==> src/rtl/srt_pkg.sv <==
`timescale 1ns / 1ps
package srt_pkg;

  // Payload widths on the channels
  localparam int DATA_W = 32;

  // Sequencer states
  typedef enum logic [1:0] {
    ST_LOAD,
    ST_SETTLE,
    ST_EMIT
  } srt_state_t;

  // Control shared by every cell of the row
  typedef struct packed {
    logic shift;  // move every stored value one cell toward the head
    logic hold;   // emitting: ignore any value arriving from the left
  } srt_ctl_t;

endpackage

==> src/rtl/srt_cell.sv <==
`timescale 1ns / 1ps
// One compare-and-swap cell: keeps the smaller of its stored value and the
// value arriving from the left, and passes the larger one to the right cell.
module srt_cell #(
  parameter int VALUE_WIDTH = 32
) (
  input  logic                          clk,
  input  logic                          rst_n,
  input  srt_pkg::srt_ctl_t             ctl,
  input  logic                          win_valid,
  input  logic signed [VALUE_WIDTH-1:0] win_val,
  input  logic                          nb_valid,
  input  logic signed [VALUE_WIDTH-1:0] nb_val,
  output logic                          hold_valid,
  output logic signed [VALUE_WIDTH-1:0] hold_val,
  output logic                          wout_valid,
  output logic signed [VALUE_WIDTH-1:0] wout_val
);

  logic                          stv_r, stv_nxt;
  logic signed [VALUE_WIDTH-1:0] st_r, st_nxt;
  logic                          wv_r, wv_nxt;
  logic signed [VALUE_WIDTH-1:0] w_r, w_nxt;

  // Insert, or shift toward the head while emitting
  always_comb begin
    stv_nxt = stv_r;
    st_nxt  = st_r;
    wv_nxt  = 1'b0;
    w_nxt   = w_r;
    if (ctl.shift) begin
      stv_nxt = nb_valid;
      st_nxt  = nb_val;
    end else if (win_valid && !ctl.hold) begin
      if (!stv_r) begin
        stv_nxt = 1'b1;
        st_nxt  = win_val;
      end else if (win_val < st_r) begin
        st_nxt = win_val;
        wv_nxt = 1'b1;
        w_nxt  = st_r;
      end else begin
        wv_nxt = 1'b1;
        w_nxt  = win_val;
      end
    end
  end

  // Valid bits reset, values do not
  always_ff @(posedge clk) begin
    if (!rst_n) begin
      stv_r <= 1'b0;
      wv_r  <= 1'b0;
    end else begin
      stv_r <= stv_nxt;
      wv_r  <= wv_nxt;
    end
    st_r <= st_nxt;
    w_r  <= w_nxt;
  end

  assign hold_valid = stv_r;
  assign hold_val   = st_r;
  assign wout_valid = wv_r;
  assign wout_val   = w_r;

endmodule

==> config.mk <==
export PLATFORM = sky130hd
export DESIGN_NAME = srt_cell
export DESIGN_NICKNAME = d
export VERILOG_FILES = /design/src/rtl/srt_pkg.sv /design/src/rtl/srt_cell.sv
export SDC_FILE = /design/constraint.sdc
export NUM_CORES = 1
export LEC_CHECK = 0
export BUFFER_PORTS_ARGS = -buffer_cell sky130_fd_sc_hd__buf_2
export CAP_MARGIN = 20
export CORE_MARGIN = 2
export CORE_UTILIZATION = 54
export DETAILED_ROUTE_END_ITERATION = 6
export PLACE_DENSITY = 0.83
export RECOVER_POWER = 50
export SLEW_MARGIN = 20
export SYNTH_ARGS = -nofsm -noshare
export SYNTH_HDL_FRONTEND = slang
export SYNTH_SLANG_ARGS = --single-unit
==> constraint.sdc <==
create_clock -name clk -period 9.4 [get_ports clk]
set_input_delay 1.88 -clock clk [delete_from_list [all_inputs] [get_ports clk]]
set_output_delay 1.88 -clock clk [all_outputs]
set_load 0.02 [all_outputs]
# Word level (Yosys, flattened, before mapping)
# Cells that the tools add are included.
dict set report word_totals {
  reg_bits 66
  inputBits 70
  output_inout_bits 66
  word_cells 23
}
dict set report classes {
  order_cmp 1
  n_eq_ne 1
  mux 8
  n_bitwise 3
  n_reduce_logical 6
}
# op n
set op_table {}
lappend op_table {{2-to-1 mux 32 bit} 5}
lappend op_table {{less-than comparator 32 bit} 1}
lappend op_table {{2-to-1 mux 1 bit} 3}
lappend op_table {{!= test 3 x 2 -> 1 bit (second input constant)} 1}
lappend op_table {{inverter 1 bit} 3}
lappend op_table {{AND reduction 3 bit} 1}
lappend op_table {{OR reduction 3 bit} 1}
lappend op_table {{AND reduction 2 bit} 1}
lappend op_table {{nonzero test 2 bit} 1}
lappend op_table {{logical AND 1 bit} 1}
lappend op_table {{logical NOT 1 bit} 1}

# Depth between registers and ports, before layout
# Gate-level depths: netlist (run 1).
dict set report depth {
  ltp_word 5
  depth_mapped 9
  ltp_nobuf 8
}

# Worst setup path before layout (run 1)
# Ideal clock, no wire load.
dict set report synth_timing {
  path_kind {input port to flip-flop}
  from {input ctl[1] (netlist name)}
  to {register w_r[0] (netlist: wout_val[0]), enable pin}
  setup_ns 0.470
  arrival_ns 4.664
  setup_slack_ns 4.266
  cell_stages 3
  path_cell_list {clkbuf_1 > nand2b_1 > nor3b_1}
}
dict set report synth_via {
  elab_chain_len 2
}
# element line
set synth_rtl {}
lappend synth_rtl {{from (decl)} srt_cell.sv:9} ;# input srt_pkg::srt_ctl_t ctl,
lappend synth_rtl {{inverter 1 bit (no source line)} n/a}
lappend synth_rtl {{AND reduction 3 bit (no source line)} n/a}
lappend synth_rtl {{to (signal assigned)} srt_cell.sv:59} ;# w_r <= w_nxt;
lappend synth_rtl {{to (decl)} srt_cell.sv:23} ;# logic signed [VALUE_WIDTH-1:0] w_r, w_nxt;
# No other way between the ends.
# A chain may end at the register's enable or synchronous reset.

# Worst setup path after layout (run 1)
dict set report layout_timing {
  from {input win_val[25]}
  to {register w_r[0] (netlist: wout_val[0]), data pin}
}
dict set report layout_via {
  elab_chain_len 2
}
# element line
set layout_rtl {}
lappend layout_rtl {{from (decl)} srt_cell.sv:11} ;# input logic signed [VALUE_WIDTH-1:0] win_val,
lappend layout_rtl {{less-than comparator 32 bit} srt_cell.sv:38} ;# end else if (win_val < st_r) begin
lappend layout_rtl {{2-to-1 mux 32 bit} srt_cell.sv:38}
# No other way between the ends.

==> flow_metrics.py, run 1 <==
metrics = {
    "run_status": {
        "outcome": "complete, but fails checks",
        "violated_checks": "capacitance limit, slew limit",
    },
    "clocking": {
        "hold_buffers": 0,
        "post_cts_buffers": 0,
        "clock_tree.root_cell": "clkbuf_8",
        "clock_tree_from_tritoncts": "yes",
        "cts_resized": 0,
        "clk_path_buf_depth": 2,
        "worstSkewPairLatency_ns": 0.34,
        "clock_sinks": 66,
        "clkTransAtPathRegs_ns": 0.07,
        "cts.htree.levels": 3,
        "cts_inserted_buffers": 9,
    },
    "timing": {
        "finalHoldViolations": 0,
        "setup_tns_ns": 0,
        "finalCritPeriodShare": 0.473,
        "tightestPinTransition_ns": 2.03,
        "period_needed_ns": 4.44,
        "worst_hold_slack_ns": 0.555,
        "slew_violations": 37,
        "finalSetupViolations": 0,
        "max_clock_freq_mhz": 225,
        "rsz0062_at_grt": "false",
        "slew_headroom": -0.355,
        "finalClockSkew_ns": 0.0102,
    },
    "die": {
        "die-area_um2": 7520,
        "chipHeight_um": 86.7,
        "num_io_pins": 136,
        "initial_util": 0.550,
        "core_area_um2": 6720,
        "die_x_um": 86.7,
        "placementRows": 30,
    },
    "detailed_routing": {
        "routed_wirelength_mm": 7.92,
        "drt_first_pass_iters": 4,
        "wire_per_inst_um": 16.4,
        "vias": 2566,
        "drc": 0,
        "antenna_violating_nets_post_route": 0,
        "viasPerCell": 5.30,
        "drt_iter0_markers": 92,
    },
    "yosys": {
        "post_synth_edffs": 64,
        "async_flop_share": 0,
        "synth_fp_nets": 358,
        "synth_ff_type": "edfxtp_1",
        "total_number_of_yosys_warnings": 0,
        "synth_seq_cells": 66,
        "synth_cells": 257,
        "synth.yosys.seq_area_share": 0.531,
        "syn-cell-area_um2": 3690,
        "synth_cell_type_count": 31,
        "post_synth.cell_area_avg_um2": 14.4,
    },
    "final_layout": {
        "diodes": 0,
        "area.growth.synth_to_final_pct": 24.0,
        "post_route_cells_drive_above_1_share": 0.386,
        "postLayoutCoreUtil": 0.682,
        "design_area_um2": 4580,
        "fin_nets": 500,
        "n_fill_cell": 509,
    },
    "pwr": {
        "power.static_leakage_nw": 1.99,
        "p_per_area_nw_per_um2": 178,
        "fin_total_pwr_w": 0.000817,
        "ir_worst_vdd_uv": 109,
    },
    "setup_path": {
        "start_kind": "input port",
        "worstSetupEndpointType": "register",
        "cp.arrival_ns": 4.54,
        "timing.critical_path.required_ns": 9.49,
        "timing.critical_path.fanout_max": 31,
        "timing_worst_setup_path_type": "input port to register",
    },
    "placement": {
        "place_area_um2": 4450,
        "io_buffers": 135,
        "dp_hpwl_mm": 5.79,
        "routabilityCongestion": 0.809,
    },
    "run": {
        "drv.max_cap_violation_count": 1,
    },
    "global_route": {
        "initial_antenna_violation_count": 0,
        "grt_usage": 0.212,
        "grt_pass1_wl_mm": 12.1,
        "first_global_vias": 2600,
        "leftover_overflow_at_the_end_of_global_routing": 0,
        "grt_max_degree": 37,
    },
    "worst_hold_path": {
        "hold_class": "register to register",
    },
}
Yosys cell counts (all sizes together), types with 2 or more instances:
| library cell | number | share of area |
|---|---|---|
| a221o | 2 | 0.0054 |
| buf | 3 | 0.0091 |
| nand2 | 10 | 0.010 |
| a211oi | 3 | 0.0095 |
| nor2b | 2 | 0.0034 |
| nand2b | 2 | 0.0034 |
| nand4 | 2 | 0.0034 |
| a21oi | 11 | 0.015 |
| o21ai | 5 | 0.0068 |
| inv | 31 | 0.031 |
| mux2 | 64 | 0.22 |
| nand3 | 2 | 0.0027 |
| dfxtp | 2 | 0.011 |
| clkbuf | 4 | 0.0041 |
| edfxtp | 64 | 0.52 |
| and4 | 2 | 0.0054 |
| and2 | 2 | 0.0041 |
| nor2 | 7 | 0.0071 |
| ha | 31 | 0.10 |
cell type report:
class | count | area [um2] | area share
Clock buffer | 9 | 124 | 0.0270
Tap cell | 80 | 100 | 0.0218
Inverter | 31 | 116 | 0.0254
Timing Repair Buffer | 138 | 614 | 0.134
Multi-Input combinational cell | 153 | 1570 | 0.343
Clock inverter | 7 | 93.8 | 0.0205
Sequential cell | 66 | 1960 | 0.428
critical path: stages:
cell and delay (ns):
buf_2 0.11, ha_1 0.30, a21o_1 0.18, a221o_1 0.31, a221o_1 0.38, o2bb2ai_1 0.18
a211oi_4 0.26, buf_4 0.53, mux2_2 0.40
cell usage in the layout (no fill, tap or decap), drive strengths merged, types with 3 or more instances in the layout:
| cell | netlist | final |
|---|---|---|
| inv | 31 | 31 |
| mux2 | 64 | 64 |
| buf | 3 | 71 |
| clkbuf | 4 | 76 |
| ha | 31 | 31 |
| clkinv | 0 | 3 |
| nor2 | 7 | 7 |
| a21oi | 11 | 11 |
| o21ai | 5 | 5 |
| nand2 | 10 | 10 |
| edfxtp | 64 | 64 |
| a211oi | 3 | 3 |
metal layers:
| layer | global-route usage | part of all wire | vias up |
|---|---|---|---|
| li1 | - | - | 1243 |
| met1 | 0.260 | 0.43 | 1206 |
| met2 | 0.345 | 0.49 | 100 |
| met3 | 0.0524 | 0.057 | 17 |
| met4 | 0.115 | 0.024 | 0 |
| met5 | 0 | 0 | - |
worst paths after layout:
kind | start | endpoint | slack [ns] | cells after the start
setup / recovery | win_val[25] | wout_val[0] | 4.96 | 9
hold / removal | hold_valid | hold_valid | 0.55 | 1
setup reg to reg | hold_val[25] | wout_val[0] | 6.20 | 9
hold reg to reg | hold_valid | hold_valid | 0.55 | 1
metrics by stage:
| stage | worst slack [ns] | instances |
|---|---|---|
| detailed placement | 4.58 | 468 |
| floorplan | 4.27 | 257 |
| global route | 4.68 | 484 |
| CTS | 4.95 | 484 |
| global placement | 4.67 | 468 |
| finish | 4.96 | 484 |
report_power, final:
part	switching (W)	total, W	internal [W]
combinational	0.0000975	0.000193	0.0000953
sequential	0.0000121	0.000362	0.000350
clock	0.000113	0.000262	0.000149
total	0.000223	0.000817	0.000594
kinds of logic (layout without fill, tap and decap cells):
kind of cell	after synthesis	in the layout	share of synthesized area
flops	66	66	0.531
compound gates	28	28	0.0532
buf+inv	38	185	0.0447
fa+ha+maj	31	31	0.105
mux	64	64	0.225
simple gates	30	30	0.0417
sequential cells by signal (all words and copies together) (netlist names):
register	count
wout_valid	1
wout_val	32
hold_valid	1
hold_val	32
Note: power is estimated with default switching activity, not from simulation.
==> run 2, diff against run 1 <==
--- a/config.mk
+++ b/config.mk
@@ -5,12 +5,13 @@
 export SDC_FILE = /design/constraint.sdc
 export NUM_CORES = 1
 export LEC_CHECK = 0
+export ABC_AREA = 1
 export BUFFER_PORTS_ARGS = -buffer_cell sky130_fd_sc_hd__buf_2
 export CAP_MARGIN = 20
 export CORE_MARGIN = 2
-export CORE_UTILIZATION = 54
+export CORE_UTILIZATION = 45
 export DETAILED_ROUTE_END_ITERATION = 6
-export PLACE_DENSITY = 0.83
+export PLACE_DENSITY = 0.73
 export RECOVER_POWER = 50
 export SLEW_MARGIN = 20
 export SYNTH_ARGS = -nofsm -noshare
==> constraint.sdc (replaced) <==
create_clock -name clk -period 3.7 [get_ports clk]
set_input_delay 0.74 -clock clk [delete_from_list [all_inputs] [get_ports clk]]
set_output_delay 0.74 -clock clk [all_outputs]
set_load 0.02 [all_outputs]
==> run 2 against run 1 <==
Against the previous run:
- the run still ends with capacitance limit, slew limit left
- cell count up 39%
- register-to-register slack worse by 4.9 ns
- count of clock-buffer cells in the layout increased by 2
- design area increased by 1.3%
- utilization shrank 11 points
- hold slack better by 0.024 ns
- global-route usage shrank 0.83 points
==> flow_metrics.py, run 2 <==
metrics = {
    "run_status": {
        "outcome": "complete, but fails checks",
        "violated_checks": "capacitance limit, slew limit",
    },
    "detailed_routing": {
        "vias": 3190,
        "routed_wirelength_mm": 9.18,
        "drc": 0,
        "drt_first_pass_iters": 4,
        "viasPerCell": 4.75,
        "drt_iter0_markers": 112,
        "antenna_violating_nets_post_route": 0,
        "wire_per_inst_um": 13.7,
    },
    "yosys": {
        "post_synth_edffs": 64,
        "synth_most_common_cell": "nand2_1",
        "synth_cell_type_count": 19,
        "synth.area.mux_share": 0,
        "syn-cell-area_um2": 3760,
        "synth_cells": 425,
        "yosysTopAreaCell": "edfxtp_1",
        "simple_gate_fraction_of_synth_area": 0.270,
        "synth.yosys.seq_area_share": 0.522,
        "synth_fa_ha_area_frac": 0.103,
        "combinational_family_with_the_most_area_after_synthesis": "simple AND/OR/NAND/NOR gates",
        "synth_top_area_share": 0.512,
        "async_flop_share": 0,
        "synth_xor_xnor_area_share": 0,
        "synth_ff_type": "edfxtp_1",
        "synth_compound_gate_area_share": 0.0316,
        "total_number_of_yosys_warnings": 0,
        "synth_seq_cells": 66,
        "ys_top_cells_by_count": "197 x nand2_1, 64 x edfxtp_1, 47 x inv_1, 31 x ha_1, 24 x nand2_2",
        "post_synth.cell_area_avg_um2": 8.84,
        "post_synth_main_area_contributors": "edfxtp_1 51%, nand2_1 20%, ha_1 10%",
        "synth_fp_nets": 526,
    },
    "timing": {
        "slew_headroom": -0.0984,
        "rsz0062_at_grt": "false",
        "worst_hold_slack_ns": 0.579,
        "period_needed_ns": 2.81,
        "finalSetupViolations": 0,
        "setup_tns_ns": 0,
        "slew_violations": 37,
        "tightestPinTransition_ns": 1.65,
        "finalClockSkew_ns": 0.00743,
        "finalCritPeriodShare": 0.759,
        "max_clock_freq_mhz": 356,
        "finalHoldViolations": 0,
    },
    "clocking": {
        "clock_sinks": 66,
        "clk_path_buf_depth": 2,
        "hold_buffers": 0,
        "clock_tree.root_cell": "clkbuf_8",
        "clkTransAtPathRegs_ns": 0.07,
        "worstSkewPairLatency_ns": 0.33,
        "cts_inserted_buffers": 9,
        "cts.htree.levels": 3,
        "cts_resized": 0,
        "post_cts_buffers": 0,
        "clock_tree_from_tritoncts": "yes",
    },
    "global_route": {
        "initial_antenna_violation_count": 0,
        "grt_max_degree": 37,
        "groute.layer.met1.usage": 0.253,
        "gr-usage-met3": 0.0300,
        "grt_usage": 0.204,
        "grt.met2_usage": 0.357,
        "busiest_layer": "met2",
        "grt_pass1_wl_mm": 14.0,
        "leftover_overflow_at_the_end_of_global_routing": 0,
        "first_global_vias": 3042,
    },
    "placement": {
        "routabilityCongestion": 0.844,
        "dp_hpwl_mm": 6.69,
        "io_buffers": 135,
    },
    "die": {
        "core_area_um2": 8130,
        "die-area_um2": 9090,
        "placementRows": 33,
        "die_x_um": 95.4,
        "initial_util": 0.462,
        "num_io_pins": 136,
        "chipHeight_um": 95.4,
    },
    "pwr": {
        "power.share.sequential": 0.442,
        "power.static_leakage_nw": 2.29,
        "ir_worst_vdd_uv": 296,
        "internal_power_w": 0.00147,
        "power.share.switching": 0.302,
        "clkPwrFrac": 0.324,
        "p_per_area_nw_per_um2": 455,
        "power.switching_w": 0.000638,
        "fin_total_pwr_w": 0.00211,
        "combinationalPowerShare": 0.233,
    },
    "setup_path": {
        "timing.critical_path.fanout_max": 36,
        "cp.arrival_ns": 2.89,
        "timing_worst_setup_path_type": "input port to register",
        "timing.critical_path.required_ns": 3.78,
        "worstSetupEndpointType": "register",
        "start_kind": "input port",
    },
    "final_layout": {
        "fin_nets": 663,
        "post_route_cells_drive_above_1_share": 0.206,
        "area.growth.synth_to_final_pct": 23.7,
        "most_used_cells_in_the_layout_excluding_fill_and_tap_cells": "197 x nand2_1, 68 x buf_2, 67 x clkbuf_1",
        "diodes": 0,
        "layout_commonest_cell": "nand2_1",
        "postLayoutCoreUtil": 0.571,
    },
    "run": {
        "drv.max_cap_violation_count": 1,
    },
    "worst_hold_path": {
        "hold_class": "register to register",
    },
}
run 2: changes by cell type after synthesis, moves of 4 or more:
cell,change
nand2_1,+187
nand2_2,+24
nand3_1,+4
inv_1,+16
mux2_2,-35
mux2_4,-29
run 2: layout make-up:
class / instances / area, um2
Fill cell: 762 / 3490
Sequential cell: 66 / 1960
Multi-Input combinational cell: 299 / 1530
Timing Repair Buffer: 139 / 619
Inverter: 47 / 176
Clock buffer: 11 / 151
Tap cell: 105 / 131
Clock inverter: 5 / 76.3
run 2: path summary, 6_finish.rpt:
kind | depth (start not counted) | start | slack, ns | endpoint
worst min-delay path | 2 | hold_val[22] | 0.58 | wout_val[22]
worst min register to register | 2 | hold_val[22] | 0.58 | wout_val[22]
worst max-delay path | 5 | ctl[1] | 0.89 | hold_val[4]
worst max register to register | 13 | hold_val[31] | 1.34 | hold_val[1]
run 2: logic make-up after synthesis:
logic type      Yosys count
flops                    66
compound gates           23
fa+ha+maj                31
buf+inv                  60
simple gates            245
run 2: power groups by stage:
stage / logic [W] / clock network (W) / registers (W)
5_1_grt: 0.000558 / 0.000742 / 0.000938
3_5_place_dp: 0.000508 / 0 / 0.000949
4_1_cts: 0.000509 / 0.000704 / 0.000932
3_3_place_gp: 0.000488 / 0 / 0.000947
6_report: 0.000493 / 0.000685 / 0.000934
2_1_floorplan: 0.000315 / 0 / 0.000999
run 2: per-stage QoR:
stage / instance area [um2] / setup slack [ns] / std cells
floorplan: 3760 / 0.810 / 425
global placement: 4500 / 0.923 / 656
detailed placement: 4500 / 0.892 / 656
CTS: 4730 / 1.25 / 672
global route: 4640 / 0.677 / 672
finish: 4640 / 0.891 / 672
run 2: critical path: stages:
cell and delay (ns):
clkbuf_1 1.17, inv_1 0.17, clkbuf_2 0.53, nand2_1 0.17, nand2_1 0.09
run 2: layer usage:
metal / up-vias / routed length [um]
li1: 1629 / -
met1: 1443 / 3810
met2: 110 / 4590
met3: 8 / 674
met4: 0 / 109
met5: - / 0
==> run 3, diff against run 2 <==
==> constraint.sdc (replaced) <==
create_clock -name clk -period 2.5 [get_ports clk]
set_input_delay 0.5 -clock clk [delete_from_list [all_inputs] [get_ports clk]]
set_output_delay 0.5 -clock clk [all_outputs]
set_load 0.02 [all_outputs]
==> run 3 against run 2 <==
Against the previous run:
- register-to-register slack got worse by 1.2 ns
- critical path depth rose by 10
- worst setup slack got worse by 0.70 ns
- sequential share of layout area fell by 0.66 points
- utilization rose by 0.91 points
- clock power rose by 6.7%
- largest cell class unchanged
- clock skew rose by 0.00063 ns
- the run now ends clean
- power rose by 37%
- non-clock buffer count rose by 8
==> flow_metrics.py, run 3 (synthesis gave the netlist of run 2 again) <==
metrics = {
    "run_status": {
        "outcome": "completed",
    },
    "timing": {
        "slew_headroom": 0.193,
        "slew_violations": 0,
        "tightestPinTransition_ns": 1.21,
        "rsz0062_at_grt": "false",
        "setup_tns_ns": 0,
        "finalClockSkew_ns": 0.00806,
        "finalSetupViolations": 0,
        "finalHoldViolations": 0,
        "finalCritPeriodShare": 0.925,
        "period_needed_ns": 2.31,
        "max_clock_freq_mhz": 433,
    },
    "global_route": {
        "grt_usage": 0.210,
        "grt_max_degree": 33,
        "initial_antenna_violation_count": 0,
        "first_global_vias": 3027,
        "grt_pass1_wl_mm": 14.3,
        "leftover_overflow_at_the_end_of_global_routing": 0,
    },
    "detailed_routing": {
        "viasPerCell": 4.77,
        "wire_per_inst_um": 14.2,
        "drt_iter0_markers": 139,
        "drt_first_pass_iters": 4,
        "antenna_violating_nets_post_route": 0,
        "drc": 0,
        "vias": 3234,
        "routed_wirelength_mm": 9.65,
    },
    "clocking": {
        "clkTransAtPathRegs_ns": 0.07,
        "cts.htree.levels": 3,
        "clock_tree_from_tritoncts": "yes",
        "cts_inserted_buffers": 9,
        "clock_tree.root_cell": "clkbuf_8",
        "worstSkewPairLatency_ns": 0.33,
        "clock_sinks": 66,
        "clk_path_buf_depth": 2,
    },
    "pwr": {
        "ir_worst_vdd_uv": 266,
        "p_per_area_nw_per_um2": 615,
        "power.static_leakage_nw": 2.40,
    },
    "die": {
        "core_area_um2": 8130,
        "initial_util": 0.462,
        "chipHeight_um": 95.4,
        "num_io_pins": 136,
        "die_x_um": 95.4,
        "die-area_um2": 9090,
        "placementRows": 33,
    },
    "final_layout": {
        "most_used_cells_in_the_layout_excluding_fill_and_tap_cells": "197 x nand2_1, 102 x buf_2, 64 x edfxtp_1",
        "area.growth.synth_to_final_pct": 25.6,
        "fin_nets": 671,
        "n_fill_cell": 796,
        "diodes": 0,
        "post_route_cells_drive_above_1_share": 0.274,
        "postLayoutCoreUtil": 0.580,
        "layout_commonest_cell": "nand2_1",
    },
    "setup_path": {
        "timing.critical_path.required_ns": 2.59,
        "cp.arrival_ns": 2.40,
        "start_kind": "register",
        "timing_worst_setup_path_type": "register to register",
        "timing.critical_path.fanout_max": 8,
        "worstSetupEndpointType": "register",
        "regToRegSetupSlack_ns": 0.19,
    },
    "placement": {
        "routabilityCongestion": 0.828,
        "io_buffers": 135,
        "dp_hpwl_mm": 6.67,
    },
    "worst_hold_path": {
        "hold_class": "input port to register",
    },
    "run": {
        "drv.max_cap_violation_count": 0,
    },
}
run 3: cell types whose count changed in the layout (fill, tap and decap cells not counted), sizes merged:
cell      before  now
buf           71  109
bufinv         2    0
clkbuf        79   48
clkinv         2    3
clkinvlp       1    2
inv           47   46
run 3: path summary, 6_finish.rpt:
kind,startpoint,to,cells past startpoint
hold / removal,nb_val[1],hold_val[1],3
setup / recovery,hold_val[5],hold_val[28],15
hold reg to reg,hold_val[15],wout_val[15],2
setup reg to reg,hold_val[5],hold_val[28],15
run 3: worst max-delay path: stages, from the launching register on:
cell and delay [ns]:
edfxtp_1 0.44, inv_1 0.08, ha_1 0.24, a21oi_2 0.14, nor2_1 0.04, nor3_1 0.13
nand2_1 0.10, nand2_1 0.07, nand2_1 0.06, nand2_2 0.09, nand2_2 0.09, nand2_4 0.09
nand3_2 0.05, nand2_1 0.10, clkinvlp_4 0.15, clkbuf_16 0.20
run 3: cell type report:
cell class | count | area [um2] | area share
Tap cell | 105 | 131 | 0.0278
Sequential cell | 66 | 1960 | 0.416
Inverter | 47 | 180 | 0.0382
Multi-Input combinational cell | 299 | 1550 | 0.329
Clock buffer | 10 | 128 | 0.0270
Timing Repair Buffer | 147 | 746 | 0.158
Clock inverter | 4 | 21.3 | 0.00451
run 3: metrics by stage:
step / total power [W] / hold WS, ns / instances / worst slack (ns) / area [um2]
floorplan: 0.00195 / 0.632 / 425 / 0.00213 / 3770
detailed placement: 0.00216 / 0.552 / 659 / 0.00241 / 4550
global route: 0.00308 / 0.413 / 678 / 0.0103 / 4720
CTS: 0.00290 / 0.416 / 673 / 0.169 / 4700
global placement: 0.00213 / 0.545 / 659 / 0.00850 / 4550
finish: 0.00290 / 0.439 / 678 / 0.189 / 4720
run 3: repair_timing:
| item | in CTS | in global routing |
|---|---|---|
| resized for setup | 0 | 3 |
| setup endpoints to repair | 0 | 57 |
| endpoints found under the hold margin | 0 | 0 |
| hold buffers | 0 | 0 |
| setup buffers | 0 | 3 |
run 3: power by group:
part           total, W  switching (W)  internal (W)
logic          0.000790       0.000508      0.000281
registers       0.00138      0.0000494       0.00133
clock network  0.000731       0.000389      0.000342
run 3: layer usage:
layer	GRT usage	vias up	share of wire
met5	0	-	0
met4	0.101	0	0.0088
met3	0.0379	7	0.070
met1	0.265	1454	0.42
met2	0.349	132	0.50
li1	-	1641	-
